## src/rtl/cnd_ram.sv

```systemverilog
// generic single-port-write, registered-read memory
module cnd_ram #(
    parameter int AW = 7,
    parameter int DW = 32
) (
    input  logic          i_clk,
    input  logic          i_we,
    input  logic [AW-1:0] i_waddr,
    input  logic [DW-1:0] i_wdata,
    input  logic          i_re,
    input  logic [AW-1:0] i_raddr,
    output logic [DW-1:0] o_rdata
);
    logic [DW-1:0] mem [2**AW];
    logic [DW-1:0] r_rdata;

    // write port
    always_ff @(posedge i_clk) begin
        if (i_we) begin
            mem[i_waddr] <= i_wdata;
        end
    end

    // read port, registered
    always_ff @(posedge i_clk) begin
        if (i_re) begin
            r_rdata <= mem[i_raddr];
        end
    end

    assign o_rdata = r_rdata;
endmodule

```

## config.mk

```make
export PLATFORM = sky130hd
export DESIGN_NAME = cnd_ram
export DESIGN_NICKNAME = d
export VERILOG_FILES = /design/src/rtl/cnd_ram.sv
export SDC_FILE = /design/constraint.sdc
export NUM_CORES = 2
export LEC_CHECK = 0
export BUFFER_PORTS_ARGS = -buffer_cell sky130_fd_sc_hd__buf_4
export CORE_MARGIN = 8
export CORE_UTILIZATION = 35
export CTS_CLUSTER_DIAMETER = 200
export DETAILED_ROUTE_END_ITERATION = 12
export PLACE_DENSITY = 0.57
export SYNTH_ARGS = -nofsm -noshare
export SYNTH_HDL_FRONTEND = slang
export SYNTH_SLANG_ARGS = --single-unit
```

## constraint.sdc

```tcl
create_clock -name i_clk -period 3.4 [get_ports i_clk]
set_input_delay 0.34 -clock i_clk [delete_from_list [all_inputs] [get_ports i_clk]]
set_output_delay 0.34 -clock i_clk [all_outputs]
set_load 0.01 [all_outputs]
```

==> results.md <==
* Max Slew Vio Count at 0
* Row cnt at 245
* Vias in the first global route at 73700
* Clock power frac at 41.3%
* Min-delay worst type: primary input to flop
* Share of Yosys cell area claimed by the top area cell type at 79.2%
* Avg Vias per Cell at 5.59
* Congestion Overflow GR at 0
* Fillers at 37800
* Final Wtd Congestion at 0.798
* # port buffers at 80
* Top cells by area in the synthesized netlist: edfxtp_1 79%, mux4_2 19%, clkbuf_1 0.44%
* Cell repeated most along the worst path: mux4_2
* Syn Nets at 6039
* Worst Path Arrival at 3.62 ns
* Pre-CTS WS at -0.484 ns
* Yosys warnings at 0
* Slowest CP cell: mux4_2
* Worst Hold Depth at 1
* Register share of total power at 53.1%
* Area grow syn2layout at 17.8%
* Max_cap viols at 0
* Total core area at 445000 µm²
* Final worst path period need at 2.96 ns
* Routed WL at 449 mm
* Internal power at 0.0836 W
* Final setup TNS at 0 ns
* Crit path kind: primary input to flop
* Initial antenna violation count at 74
* Gate power share at 5.6%
* Sw frac at 21.3%
* Post-placement cell count at 12200
* Startpoint Class: primary input
* DP HPWL at 261 mm
* CTS Buffer Depth at 4
* Status: finished clean
* Post-synthesis area per instance at 26.1 µm²
* Tightest Pin Transition at 1.24 ns
* Cell accounting for the most synthesized area: edfxtp_1
* Initial Util at 35.2%
* Final worst path period share at 87.0%
* CP max FO at 21
* First DRT Iteration DRCs at 9952
* # nets final at 6776
* Total power draw at 0.106 W
* Die Width at 685 µm
* Clock root buffer: clkbuf_16
* Total GRT Usage at 18.7%
* H-tree levels at 5
* ANT nets after route at 0
* Critical path, cell by cell: buf_16 > buf_12 > buf_12 > buf_4 > mux4_2 > mux4_2 > mux4_2 > mux2_2
* Vias at 72700
* Switch Pwr at 0.0226 W
* Setup WS post-layout at 0.442 ns
* Clk_skew at 0.0795 ns
* Ports at 81
* CTS tree: built
* Sequential-to-total area share from yosys stat at 79.2%
* Syn Inst Count at 5990
* Post-DR wirelength/cell at 34.5 µm
* LEAKAGE at 56.3 nW
* Synth Cell Area at 157000 µm²
* Yosys reg bits at 4128
* Share of layout cells above drive strength 1 at 38.1%
* Chip Height at 685 µm
* PwrDens at 575 nW/µm²
* Final Hold Viols at 0
* CTS Buf Count at 405
* First-pass GRT wire length at 615 mm
* Synth unique cells at 16
* Worst path max stage delay at 0.75 ns
* Fmax at 0.338 GHz
* Non-Filler Instances at 13000
* Max VDD drop at 0.568 mV
* Slew headroom at 17.3%
* Leading cell type in the layout, fill and taps excluded: edfxtp_1
* Die Footprint at 469000 µm²
* Remaining DRCs at 0
* Crit. End Element: flop
* Clk sinks at 4128
* Most frequent cells in the layout: 4128 x edfxtp_1, 1344 x mux4_2, 417 x clkbuf_16, 379 x buf_4, 245 x buf_12
* Clock Pin Slew Worst Setup and Hold Paths at 0.06 ns
* TritonRoute pass-1 iters at 7
* Pin count of the biggest net entering global routing at 129
* Req. time, crit path at 4.06 ns
* RSZ-0062 raised after global routing: no
* Clk Latency, worst-skew pair at 0.93 ns
* R2R cell count at 4
* Final setup viols at 0
==> cell type report <==
cell class | instances | area, µm² | area share (%)
sequential | 4128 | 124000 | 67.2
multi-input combinational | 1546 | 32300 | 17.5
clock buffer | 500 | 10700 | 5.82
timing repair buffer | 646 | 8000 | 4.34
tap | 5928 | 7420 | 4.02
clock inverter | 227 | 2010 | 1.09
antenna | 30 | 75.1 | 0.0407
==> state kept, by name, indices dropped and copies added, names as in the netlist <==
| name | flops |
|---|---|
| mem | 4096 |
| o_rdata | 32 |
==> cell families after synthesis <==
family,Yosys count,synth area share (%)
buf+inv,316,0.837
mux,1376,19.6
flops,4128,79.2
simple gates,170,0.445
==> what timing repair did <==
item / CTS / global route
hold buffers: 17 / 0
endpoints found under the hold margin: 438 / 0
setup endpoints to repair: 0 / 0
gates resized for setup: 0 / 0
buffers inserted: 0 / 0
==> metal layers <==
metal / track usage, % / vias to the layer above / share of wire (%)
li1: - / 28000 / -
met1: 25.6 / 40700 / 40
met2: 30.7 / 3421 / 49
met3: 3.30 / 629 / 8.4
met4: 5.74 / 28 / 3.2
met5: 0 / - / 0.037
==> worst paths after layout <==
kind                                  start          end  slack [ns]
worst max-delay path             i_raddr[0]  o_rdata[28]        0.44
worst min-delay path             i_wdata[6]   mem[55][6]        0.02
worst max register to register  mem[95][28]  o_rdata[28]        0.50
worst min register to register  mem[33][30]  o_rdata[30]        1.22
==> synthesized netlist by cell type (all sizes together) <==
cell and count:
buf 134, nand2b 2, mux2 32, nor3 9, nand3 12, nor2b 7
edfxtp 4128, nor2 122, or3 1, nand2 14, clkbuf 182, nand4 3
mux4 1344
==> power groups by stage <==
| stage | clock, W | combinational [W] | sequential [W] |
|---|---|---|---|
| 2_1_floorplan | 0 | 0.00271 | 0.0574 |
| 3_3_place_gp | 0 | 0.00590 | 0.0575 |
| 3_5_place_dp | 0 | 0.00599 | 0.0575 |
| 4_1_cts | 0.0445 | 0.00602 | 0.0564 |
| 5_1_grt | 0.0463 | 0.00618 | 0.0564 |
| 6_report | 0.0438 | 0.00594 | 0.0564 |
==> per-stage QoR <==
step	utilization, %	area [µm²]	hold slack (ns)
CTS	41.4	184000	0.00499
floorplan	-	157000	0.439
global placement	38.5	172000	0.789
finish	41.4	185000	0.0250
global route	41.4	184000	0.0291
detailed placement	38.5	172000	0.795
==> critical path: cells and delay by family <==
family | cells | cell delay [ns]
buffers and inverters | 4 | 0.92
multiplexers | 4 | 2.21
Power figures use the tool's default switching activity.
