--- src/rtl/cnd_pkg.sv ---
// shared constants, widths and fixed-point helpers for the diffusion step block
package cnd_pkg;

    // grid size and derived widths
    localparam int POINTS   = 128;
    localparam int PT_AW    = $clog2(POINTS);
    localparam int IDX_W    = 7;
    localparam int VW       = 32;
    localparam int GW       = 31;
    localparam int CFG_IW   = 1;
    localparam int CFG_DW   = 32;
    localparam int OPW      = 34;
    localparam int PMW      = 2 * OPW;
    localparam int DNW      = 41;

    // register indexes
    localparam logic [CFG_IW-1:0] CFG_RATIO = 1'b0;
    localparam logic [CFG_IW-1:0] CFG_WALL  = 1'b1;

    // reset values and saturation limits
    localparam logic [GW-1:0]        RATIO_RST = 31'd16777216;
    localparam logic signed [VW-1:0] WALL_RST  = 32'sd16777216;
    localparam logic signed [47:0]   ONE_Q     = 48'sd16777216;
    localparam logic signed [47:0]   MAX32     = 48'sd2147483647;
    localparam logic signed [47:0]   MIN32     = -48'sd2147483648;

    // magnitude of a signed multiplier operand
    function automatic logic [OPW-1:0] mag_op(input logic signed [OPW-1:0] x);
        logic [OPW-1:0] m;
        m = x[OPW-1] ? OPW'(-x) : OPW'(x);
        return m;
    endfunction

    // q8.24 rounding of a product magnitude, ties away from zero
    function automatic logic signed [47:0] rnd_q(input logic [PMW-1:0] m, input logic neg);
        logic [PMW-1:0] r;
        logic [47:0]    t;
        r = (m + PMW'(8388608)) >> 24;
        t = r[47:0];
        return neg ? -$signed(t) : $signed(t);
    endfunction

    // saturate to signed 32 bits
    function automatic logic signed [VW-1:0] sat32(input logic signed [47:0] x);
        logic signed [VW-1:0] r;
        if (x > MAX32) begin
            r = MAX32[VW-1:0];
        end else if (x < MIN32) begin
            r = MIN32[VW-1:0];
        end else begin
            r = x[VW-1:0];
        end
        return r;
    endfunction

endpackage

--- src/rtl/cnd_div.sv ---
// serial restoring divider giving a rounded, saturated q8.24 quotient
module cnd_div (
    input  logic                             i_clk,
    input  logic                             i_rst_n,
    input  logic                             i_start,
    input  logic signed [cnd_pkg::DNW-1:0]   i_num,
    input  logic signed [cnd_pkg::DNW-1:0]   i_den,
    output logic                             o_done,
    output logic signed [cnd_pkg::VW-1:0]    o_quo
);
    import cnd_pkg::*;

    logic                  r_busy, r_fin, r_done;
    logic [5:0]            r_cnt;
    logic [DNW:0]          r_rem;
    logic [31:0]           r_low, r_q;
    logic [DNW-1:0]        r_md;
    logic                  r_neg, r_nneg, r_nz, r_zero, r_ovf;
    logic signed [VW-1:0]  r_quo;

    logic [DNW-1:0]        w_mn, w_md;
    logic [65:0]           w_n;
    logic [DNW+1:0]        w_t, w_sub;
    logic                  w_ge;
    logic signed [VW-1:0]  w_res;

    // operand setup
    always_comb begin
        w_mn = i_num[DNW-1] ? DNW'(-i_num) : DNW'(i_num);
        w_md = i_den[DNW-1] ? DNW'(-i_den) : DNW'(i_den);
        w_n  = {1'b0, w_mn, 24'b0} + 66'(w_md >> 1);
    end

    // one quotient bit per cycle
    always_comb begin
        w_t   = {r_rem, r_low[31]};
        w_ge  = w_t >= {2'b0, r_md};
        w_sub = w_t - {2'b0, r_md};
    end

    // final sign and saturation
    always_comb begin
        if (r_zero) begin
            w_res = !r_nz ? '0 : (r_nneg ? MIN32[VW-1:0] : MAX32[VW-1:0]);
        end else if (r_ovf || r_q[31]) begin
            w_res = r_neg ? MIN32[VW-1:0] : MAX32[VW-1:0];
        end else begin
            w_res = r_neg ? -$signed(r_q) : $signed(r_q);
        end
    end

    // control
    always_ff @(posedge i_clk) begin
        if (!i_rst_n) begin
            r_busy <= 1'b0;
            r_fin  <= 1'b0;
            r_done <= 1'b0;
            r_cnt  <= '0;
        end else begin
            r_done <= 1'b0;
            if (i_start) begin
                r_busy <= 1'b1;
                r_cnt  <= 6'd32;
            end else if (r_busy) begin
                r_cnt <= r_cnt - 6'd1;
                if (r_cnt == 6'd1) begin
                    r_busy <= 1'b0;
                    r_fin  <= 1'b1;
                end
            end else if (r_fin) begin
                r_fin  <= 1'b0;
                r_done <= 1'b1;
            end
        end
    end

    // datapath
    always_ff @(posedge i_clk) begin
        if (i_start) begin
            r_md   <= w_md;
            r_rem  <= (DNW+1)'(w_n[65:32]);
            r_low  <= w_n[31:0];
            r_q    <= '0;
            r_neg  <= i_num[DNW-1] != i_den[DNW-1];
            r_nneg <= i_num[DNW-1];
            r_nz   <= w_mn != '0;
            r_zero <= w_md == '0;
            r_ovf  <= {7'b0, w_n} >= {w_md, 32'b0};
        end else if (r_busy) begin
            r_rem <= w_ge ? w_sub[DNW:0] : w_t[DNW:0];
            r_low <= {r_low[30:0], 1'b0};
            r_q   <= {r_q[30:0], w_ge};
        end
        if (r_fin) begin
            r_quo <= w_res;
        end
    end

    assign o_done = r_done;
    assign o_quo  = r_quo;
endmodule

--- config.mk ---
export PLATFORM = sky130hd
export DESIGN_NAME = cnd_div
export DESIGN_NICKNAME = d
export VERILOG_FILES = /design/src/rtl/cnd_pkg.sv /design/src/rtl/cnd_div.sv
export SDC_FILE = /design/constraint.sdc
export NUM_CORES = 1
export LEC_CHECK = 0
export BUFFER_PORTS_ARGS = -buffer_cell sky130_fd_sc_hd__buf_2
export CAP_MARGIN = 15
export CORE_UTILIZATION = 50
export DETAILED_ROUTE_END_ITERATION = 6
export GPL_TIMING_DRIVEN = 0
export PLACE_DENSITY = 0.68
export REMOVE_ABC_BUFFERS = 1
export SLEW_MARGIN = 5
export SYNTH_ARGS = -nofsm -noshare
export SYNTH_HDL_FRONTEND = slang
export SYNTH_SLANG_ARGS = --single-unit
--- constraint.sdc ---
create_clock -name i_clk -period 10.2 [get_ports i_clk]
set_clock_uncertainty 0.15 [all_clocks]
set_input_delay 0.51 -clock i_clk [delete_from_list [all_inputs] [get_ports i_clk]]
set_output_delay 0.51 -clock i_clk [all_outputs]
set_load 0.03 [all_outputs]
==> results of run 1 <==
## Yosys cell counts, types with 6 or more instances
library cell  number
ha_1              92
edfxtp_1         144
or4_1             11
o31ai_1           34
nand2b_1          19
xor2_1            89
a211oi_1          19
nand4_1           28
inv_1            112
and3_1             9
mux2_2            11
or3_1             23
nand3_1           27
nor4_1            22
a31o_2             6
clkbuf_1          67
o211ai_1          19
o21a_1            18
a21oi_1          117
o41ai_1           15
dfxtp_1           49
mux2i_1           38
a21o_1            41
a221oi_1           6
or2_2             12
nor2_1           204
and4_1             7
nor2b_1           12
nor3b_1            7
xnor2_1           77
a31oi_1           12
nand4b_1           6
and2_1             6
nand2_1          115
nor3_1            47
o21ai_0           92
## power breakdown
| part | internal, mW | total (mW) | leakage, nW | switching, mW |
|---|---|---|---|---|
| Sequential | 0.949 | 0.994 | 1.79 | 0.0451 |
| Combinational | 0.454 | 1.11 | 4.85 | 0.655 |
| Clock | 0.351 | 0.694 | 0.292 | 0.343 |
## registers in the layout (all words and copies together), names as in the netlist
register / count
r_nz: 1
r_rem: 42
r_neg: 1
r_ovf: 1
r_cnt: 6
r_low: 32
o_quo: 32
r_md: 41
o_done: 1
r_fin: 1
r_q: 32
r_busy: 1
r_nneg: 1
r_zero: 1
## final timing paths
| kind | startpoint | endpoint | slack [ps] | cells past startpoint |
|---|---|---|---|---|
| max | i_den[0] | r_ovf$_DFFE_PP_ | 2620 | 24 |
| min | i_den[0] | r_md[0]$_DFFE_PP_ | 170 | 1 |
| max reg2reg | r_rem[0]$_DFFE_PP_ | r_rem[1]$_DFFE_PP_ | 5290 | 15 |
| min reg2reg | r_rem[41]$_SDFFE_PP0P_ | r_rem[41]$_SDFFE_PP0P_ | 350 | 2 |
## cell type report
cell class | instances | area (sq um) | area share
Clock buffer | 18 | 429 | 0.0254
Clock inverter | 14 | 163 | 0.00963
Inverter | 114 | 428 | 0.0253
Multi-Input combinational cell | 1355 | 9300 | 0.551
Sequential cell | 193 | 5310 | 0.314
Tap cell | 390 | 488 | 0.0289
Timing Repair Buffer | 125 | 772 | 0.0457
## cells by family after synthesis
group | count (synthesis) | share of synthesized area
simple gates | 584 | 0.192
other cells | 1 | 0.000245
buf+inv | 189 | 0.0475
compound gates | 455 | 0.202
fa+ha+maj | 95 | 0.0784
mux | 49 | 0.0329
xor+xnor | 171 | 0.101
flops | 193 | 0.346
## stage by stage
step                hold slack [ps]  power, mW
global route                    146       2.96
finish                          171       2.80
detailed placement              335       2.10
floorplan                       307       1.80
CTS                             139       2.79
global placement                325       2.07
## per-layer routing
metal,wire length [microns],up-vias
met3,1970,68
met4,1660,2
met2,19200,388
met5,12,-
met1,18100,6352
li1,-,6525
==> flow_metrics.env, run 1 <==
export IMPL_worst_slew_pin_slew_ps=1140
export IMPL_syn_inst=1737
export IMPL_tns_ps=0
export IMPL_grt_max_degree=107
export IMPL_cpPeakStageDelay_ps=960
export IMPL_synth_edff_count=144
export IMPL_cts_buffers=17
export IMPL_drc=0
export IMPL_relSlewSlack=0.233
export IMPL_path_buf_inv=2
export IMPL_required_ps=10280
export IMPL_synth_area_sq_mm=0.0153
export IMPL_grt_pass1_wl_microns=65000
export IMPL_cts_root_buf="clkbuf_16"
export IMPL_dp_hpwl_microns=31100
export IMPL_dp_cells=2176
export IMPL_avgSynthCellArea_sq_um=8.82
export IMPL_grt_usage=0.265
export IMPL_pin_count=118
export IMPL_final_cells=2209
export IMPL_yosys_cell_types_count=100
export IMPL_hold_buffers=0
export IMPL_finish_instance_area_sq_mm=0.0169
export IMPL_clockBufferDepth=2
export IMPL_start_util=0.513
export IMPL_die_h_microns=177
export IMPL_h_tree_depth=4
export IMPL_grt_pass1_vias=12400
export IMPL_ys_ff_latch=193
export IMPL_cts_resized=0
export IMPL_nNetsFinal=1985
export IMPL_layout_common_cells="nor2_1 (204), edfxtp_1 (144), a21oi_1 (116), buf_2 (116), nand2_1 (114)"
export IMPL_critical_path_class="input pin to register"
export IMPL_drv_slew=0
export IMPL_drt_initial_drc_count=1125
export IMPL_vias=13300
export IMPL_die_w_microns=177
export IMPL_start_kind="input pin"
export IMPL_crit_top_cell="ha_1"
export IMPL_critical_path_arrival_ps=7660
export IMPL_vias_per_cell=6.04
export IMPL_cellPowerDensity_mw_per_mm2=166
export IMPL_gr_usage_met3=0.0326
export IMPL_cp_max_fo=11
export IMPL_clock_latency_ps=460
export IMPL_drt_total_wl_microns=40900
export IMPL_drive_gt1_frac=0.121
export IMPL_ys_flop_type="edfxtp_1"
export IMPL_end_kind="register"
export IMPL_p_leak_nw=6.94
export IMPL_setup_slack_ps=2620
export IMPL_fin_crit_ps=7580
export IMPL_use_met1=0.345
export IMPL_rsz0062_at_grt="false"
export IMPL_ys_top_cells_by_area="edfxtp_1 (28%), ha_1 (7.5%), dfxtp_1 (6.4%), xor2_1 (5.1%), nor2_1 (5.0%)"
export IMPL_postCtsSetupRepairBufs=0
export IMPL_final_common_cell="nor2_1"
export IMPL_cts_num_sinks=193
export IMPL_grt_use_met2=0.436
export IMPL_num_rows=63
export IMPL_pre_cts_slack_ps=2310
export IMPL_synth_seq_area_share=0.346
export IMPL_outcome="complete, no violations"
export IMPL_grt_overflow=0
export IMPL_syn2layout_area_growth_pct=10.3
export IMPL_antenna_found_initial=1
export IMPL_dieArea_sq_mm=0.0313
export IMPL_setup_violations=0
export IMPL_timing_hold_violations_final=0
export IMPL_antenna_left=0
export IMPL_post_dp_cell_area_sq_mm=0.0163
export IMPL_worstHoldPathType="input pin to register"
export IMPL_maxCapViolCount=0
export IMPL_port_buffers=117
export IMPL_cp_top_family="simple AND/OR/NAND/NOR gates"
export IMPL_synth_top_cell_area_share=0.282
export IMPL_clkTransAtPathRegs_ps=80
export IMPL_dr_pass1_iters=6
export IMPL_slowest_stage="nor4_1"
export IMPL_diodes=0
export IMPL_yosysTopAreaCell="edfxtp_1"
export IMPL_floorplan_core_area_sq_mm=0.0299
export IMPL_cts_tree="yes"
export IMPL_utilization=0.565
export IMPL_yosys_warnings=0
export IMPL_nFillCells=2720
export IMPL_detail_route_wl_per_cell_microns=18.5
export IMPL_finalCritPeriodShare=0.743
export IMPL_max_freq_mhz=132
export IMPL_crit_chain="buf_2, inv_1, ha_1, or4b_1, nor3_1, nand4_1, nor4_1, ha_1, a21oi_1, and3b_1, a22oi_1, o211ai_1, a21oi_2, nand2_1, xor2_1, ha_1, nand4_1, nor2_1, nand2_1, nor4_1, nand4b_1, nor4_2, a2111oi_2, nor3_1"
export IMPL_synthArstFlopShare=0
export IMPL_irDropWorstVdd_uv=148
export IMPL_gp_congestion=0.884
export IMPL_busiest_layer="met2"
(Power assumes the default switching activity.)
==> run 2, diff against run 1 <==
==> constraint.sdc (replaced) <==
create_clock -name i_clk -period 7.7 [get_ports i_clk]
set_clock_uncertainty 0.15 [all_clocks]
set_input_delay 0.385 -clock i_clk [delete_from_list [all_inputs] [get_ports i_clk]]
set_output_delay 0.385 -clock i_clk [all_outputs]
set_load 0.03 [all_outputs]
==> run 2 against run 1 <==
Non-clock buffer count unchanged. Sequential cell count unchanged. Wire length about the same. Power up 32%. Count of clock-buffer cells in the layout unchanged. Final cell count unchanged. Final area about the same. Largest power group unchanged.
==> flow_metrics.env, run 2 (same netlist as run 1, synthesis figures left out) <==
export IMPL_dp_cells=2176
export IMPL_detail_route_wl_per_cell_microns=18.5
export IMPL_cts_root_buf="clkbuf_16"
export IMPL_cts_buffers=17
export IMPL_final_cells=2209
export IMPL_worst_slew_pin_slew_ps=1140
export IMPL_floorplan_core_area_sq_mm=0.0299
export IMPL_h_tree_depth=4
export IMPL_finalCritPeriodShare=0.970
export IMPL_gp_congestion=0.884
export IMPL_layout_common_cells="nor2_1 (204), edfxtp_1 (144), a21oi_1 (116), buf_2 (116), nand2_1 (114)"
export IMPL_cellPowerDensity_mw_per_mm2=219
export IMPL_largest_register="r_rem"
export IMPL_vias=13400
export IMPL_pin_count=118
export IMPL_drc=0
export IMPL_drt_total_wl_microns=41000
export IMPL_irDropWorstVdd_uv=196
export IMPL_vias_per_cell=6.05
export IMPL_slowest_stage="nor4_1"
export IMPL_relSlewSlack=0.232
export IMPL_port_buffers=117
export IMPL_drt_initial_drc_count=1123
export IMPL_antenna_found_initial=1
export IMPL_outcome="complete, no violations"
export IMPL_max_freq_mhz=134
export IMPL_reg_largest_list="r_rem x42, r_md x41"
export IMPL_post_dp_cell_area_sq_mm=0.0163
export IMPL_finish_instance_area_sq_mm=0.0169
export IMPL_critical_path_arrival_ps=7550
export IMPL_rsz0062_at_grt="false"
export IMPL_cts_num_sinks=193
export IMPL_critical_path_class="input pin to register"
export IMPL_end_kind="register"
export IMPL_grt_pass1_vias=12400
export IMPL_dr_pass1_iters=7
export IMPL_clkTransAtPathRegs_ps=70
export IMPL_syn2layout_area_growth_pct=10.3
export IMPL_antenna_left=0
export IMPL_cpPeakStageDelay_ps=960
export IMPL_cts_tree="yes"
export IMPL_largest_register_ffs=42
export IMPL_utilization=0.566
export IMPL_grt_pass1_wl_microns=65000
export IMPL_clock_latency_ps=460
export IMPL_required_ps=7780
export IMPL_grt_overflow=0
export IMPL_nNetsFinal=1985
export IMPL_dp_hpwl_microns=31100
export IMPL_maxCapViolCount=0
export IMPL_worstHoldPathType="input pin to register"
export IMPL_clockBufferDepth=2
export IMPL_num_rows=63
export IMPL_crit_chain="buf_2, inv_1, ha_1, or4b_1, nor3_1, nand4_1, nor4_1, ha_1, a21oi_1, and3b_1, a22oi_1, o211ai_1, a21oi_2, nand2_1, xor2_1, ha_1, nand4_1, nor2_1, nand2_1, nor4_1, nand4b_1, nor4_2, a2111oi_2, nor3_1"
export IMPL_timing_hold_violations_final=0
export IMPL_start_kind="input pin"
export IMPL_final_common_cell="nor2_1"
export IMPL_p_leak_nw=6.94
export IMPL_die_h_microns=177
export IMPL_dieArea_sq_mm=0.0313
export IMPL_start_util=0.513
export IMPL_grt_max_degree=107
export IMPL_cp_max_fo=11
export IMPL_grt_usage=0.265
export IMPL_hold_buffers=0
export IMPL_drv_slew=0
export IMPL_setup_violations=0
export IMPL_diodes=0
export IMPL_fin_crit_ps=7470
export IMPL_postCtsSetupRepairBufs=0
export IMPL_crit_top_cell="ha_1"
export IMPL_die_w_microns=177
export IMPL_drive_gt1_frac=0.121
run 2: per-layer routing:
metal	track usage	part of all wire	wire length, microns	up-vias
met4	0.125	0.041	1690	2
met1	0.345	0.44	18100	6363
met5	0	0.00029	12	-
met2	0.436	0.47	19200	404
li1	-	-	-	6526
met3	0.0326	0.048	1980	73
run 2: where the power goes:
group	switching [mW]	internal, mW	total, mW	leakage [nW]
Combinational	0.867	0.602	1.47	4.86
Sequential	0.0597	1.26	1.32	1.79
Clock	0.454	0.465	0.918	0.292
run 2: layout make-up:
cell class                      count  area [sq um]
Clock buffer                       18           429
Clock inverter                     14           163
Fill cell                        2718         13000
Inverter                          114           428
Multi-Input combinational cell   1355          9310
Sequential cell                   193          5310
Tap cell                          390           488
Timing Repair Buffer              125           772
run 2: final timing paths:
check / startpoint / slack (ps) / cells past startpoint / end
max: i_den[0] / 230 / 24 / r_ovf$_DFFE_PP_
min: i_rst_n / 50 / 3 / o_done$_SDFF_PP0_
max reg2reg: r_rem[0]$_DFFE_PP_ / 2790 / 15 / r_rem[1]$_DFFE_PP_
min reg2reg: r_rem[41]$_SDFFE_PP0P_ / 350 / 2 / r_rem[41]$_SDFFE_PP0P_
run 2: worst max-delay path, delay by kind of cell:
kind / cells / cell delay [ps]
AND/OR/NAND/NOR: 13 / 4590
AO/OA/AOI/OAI: 5 / 950
adder cells (fa/ha/maj): 3 / 820
XOR/XNOR: 1 / 600
buffers and inverters: 2 / 200
run 2: metrics by stage:
step / hold WS, ps / TNS (ps) / total power [mW] / setup slack (ps)
6_report: 47.6 / 0 / 3.70 / 231
5_1_grt: 20.5 / 0 / 3.92 / 43.9
4_1_cts: 14.3 / 0 / 3.70 / 405
3_5_place_dp: 335 / -61.3 / 2.79 / -61.3
3_3_place_gp: 325 / -18350 / 2.74 / -885
2_1_floorplan: 304 / 0 / 2.39 / 1580
run 2: what timing repair did:
action,in CTS,in global routing
resized for setup,0,1
endpoints found under the hold margin,0,0
endpoints found under the setup margin,0,1
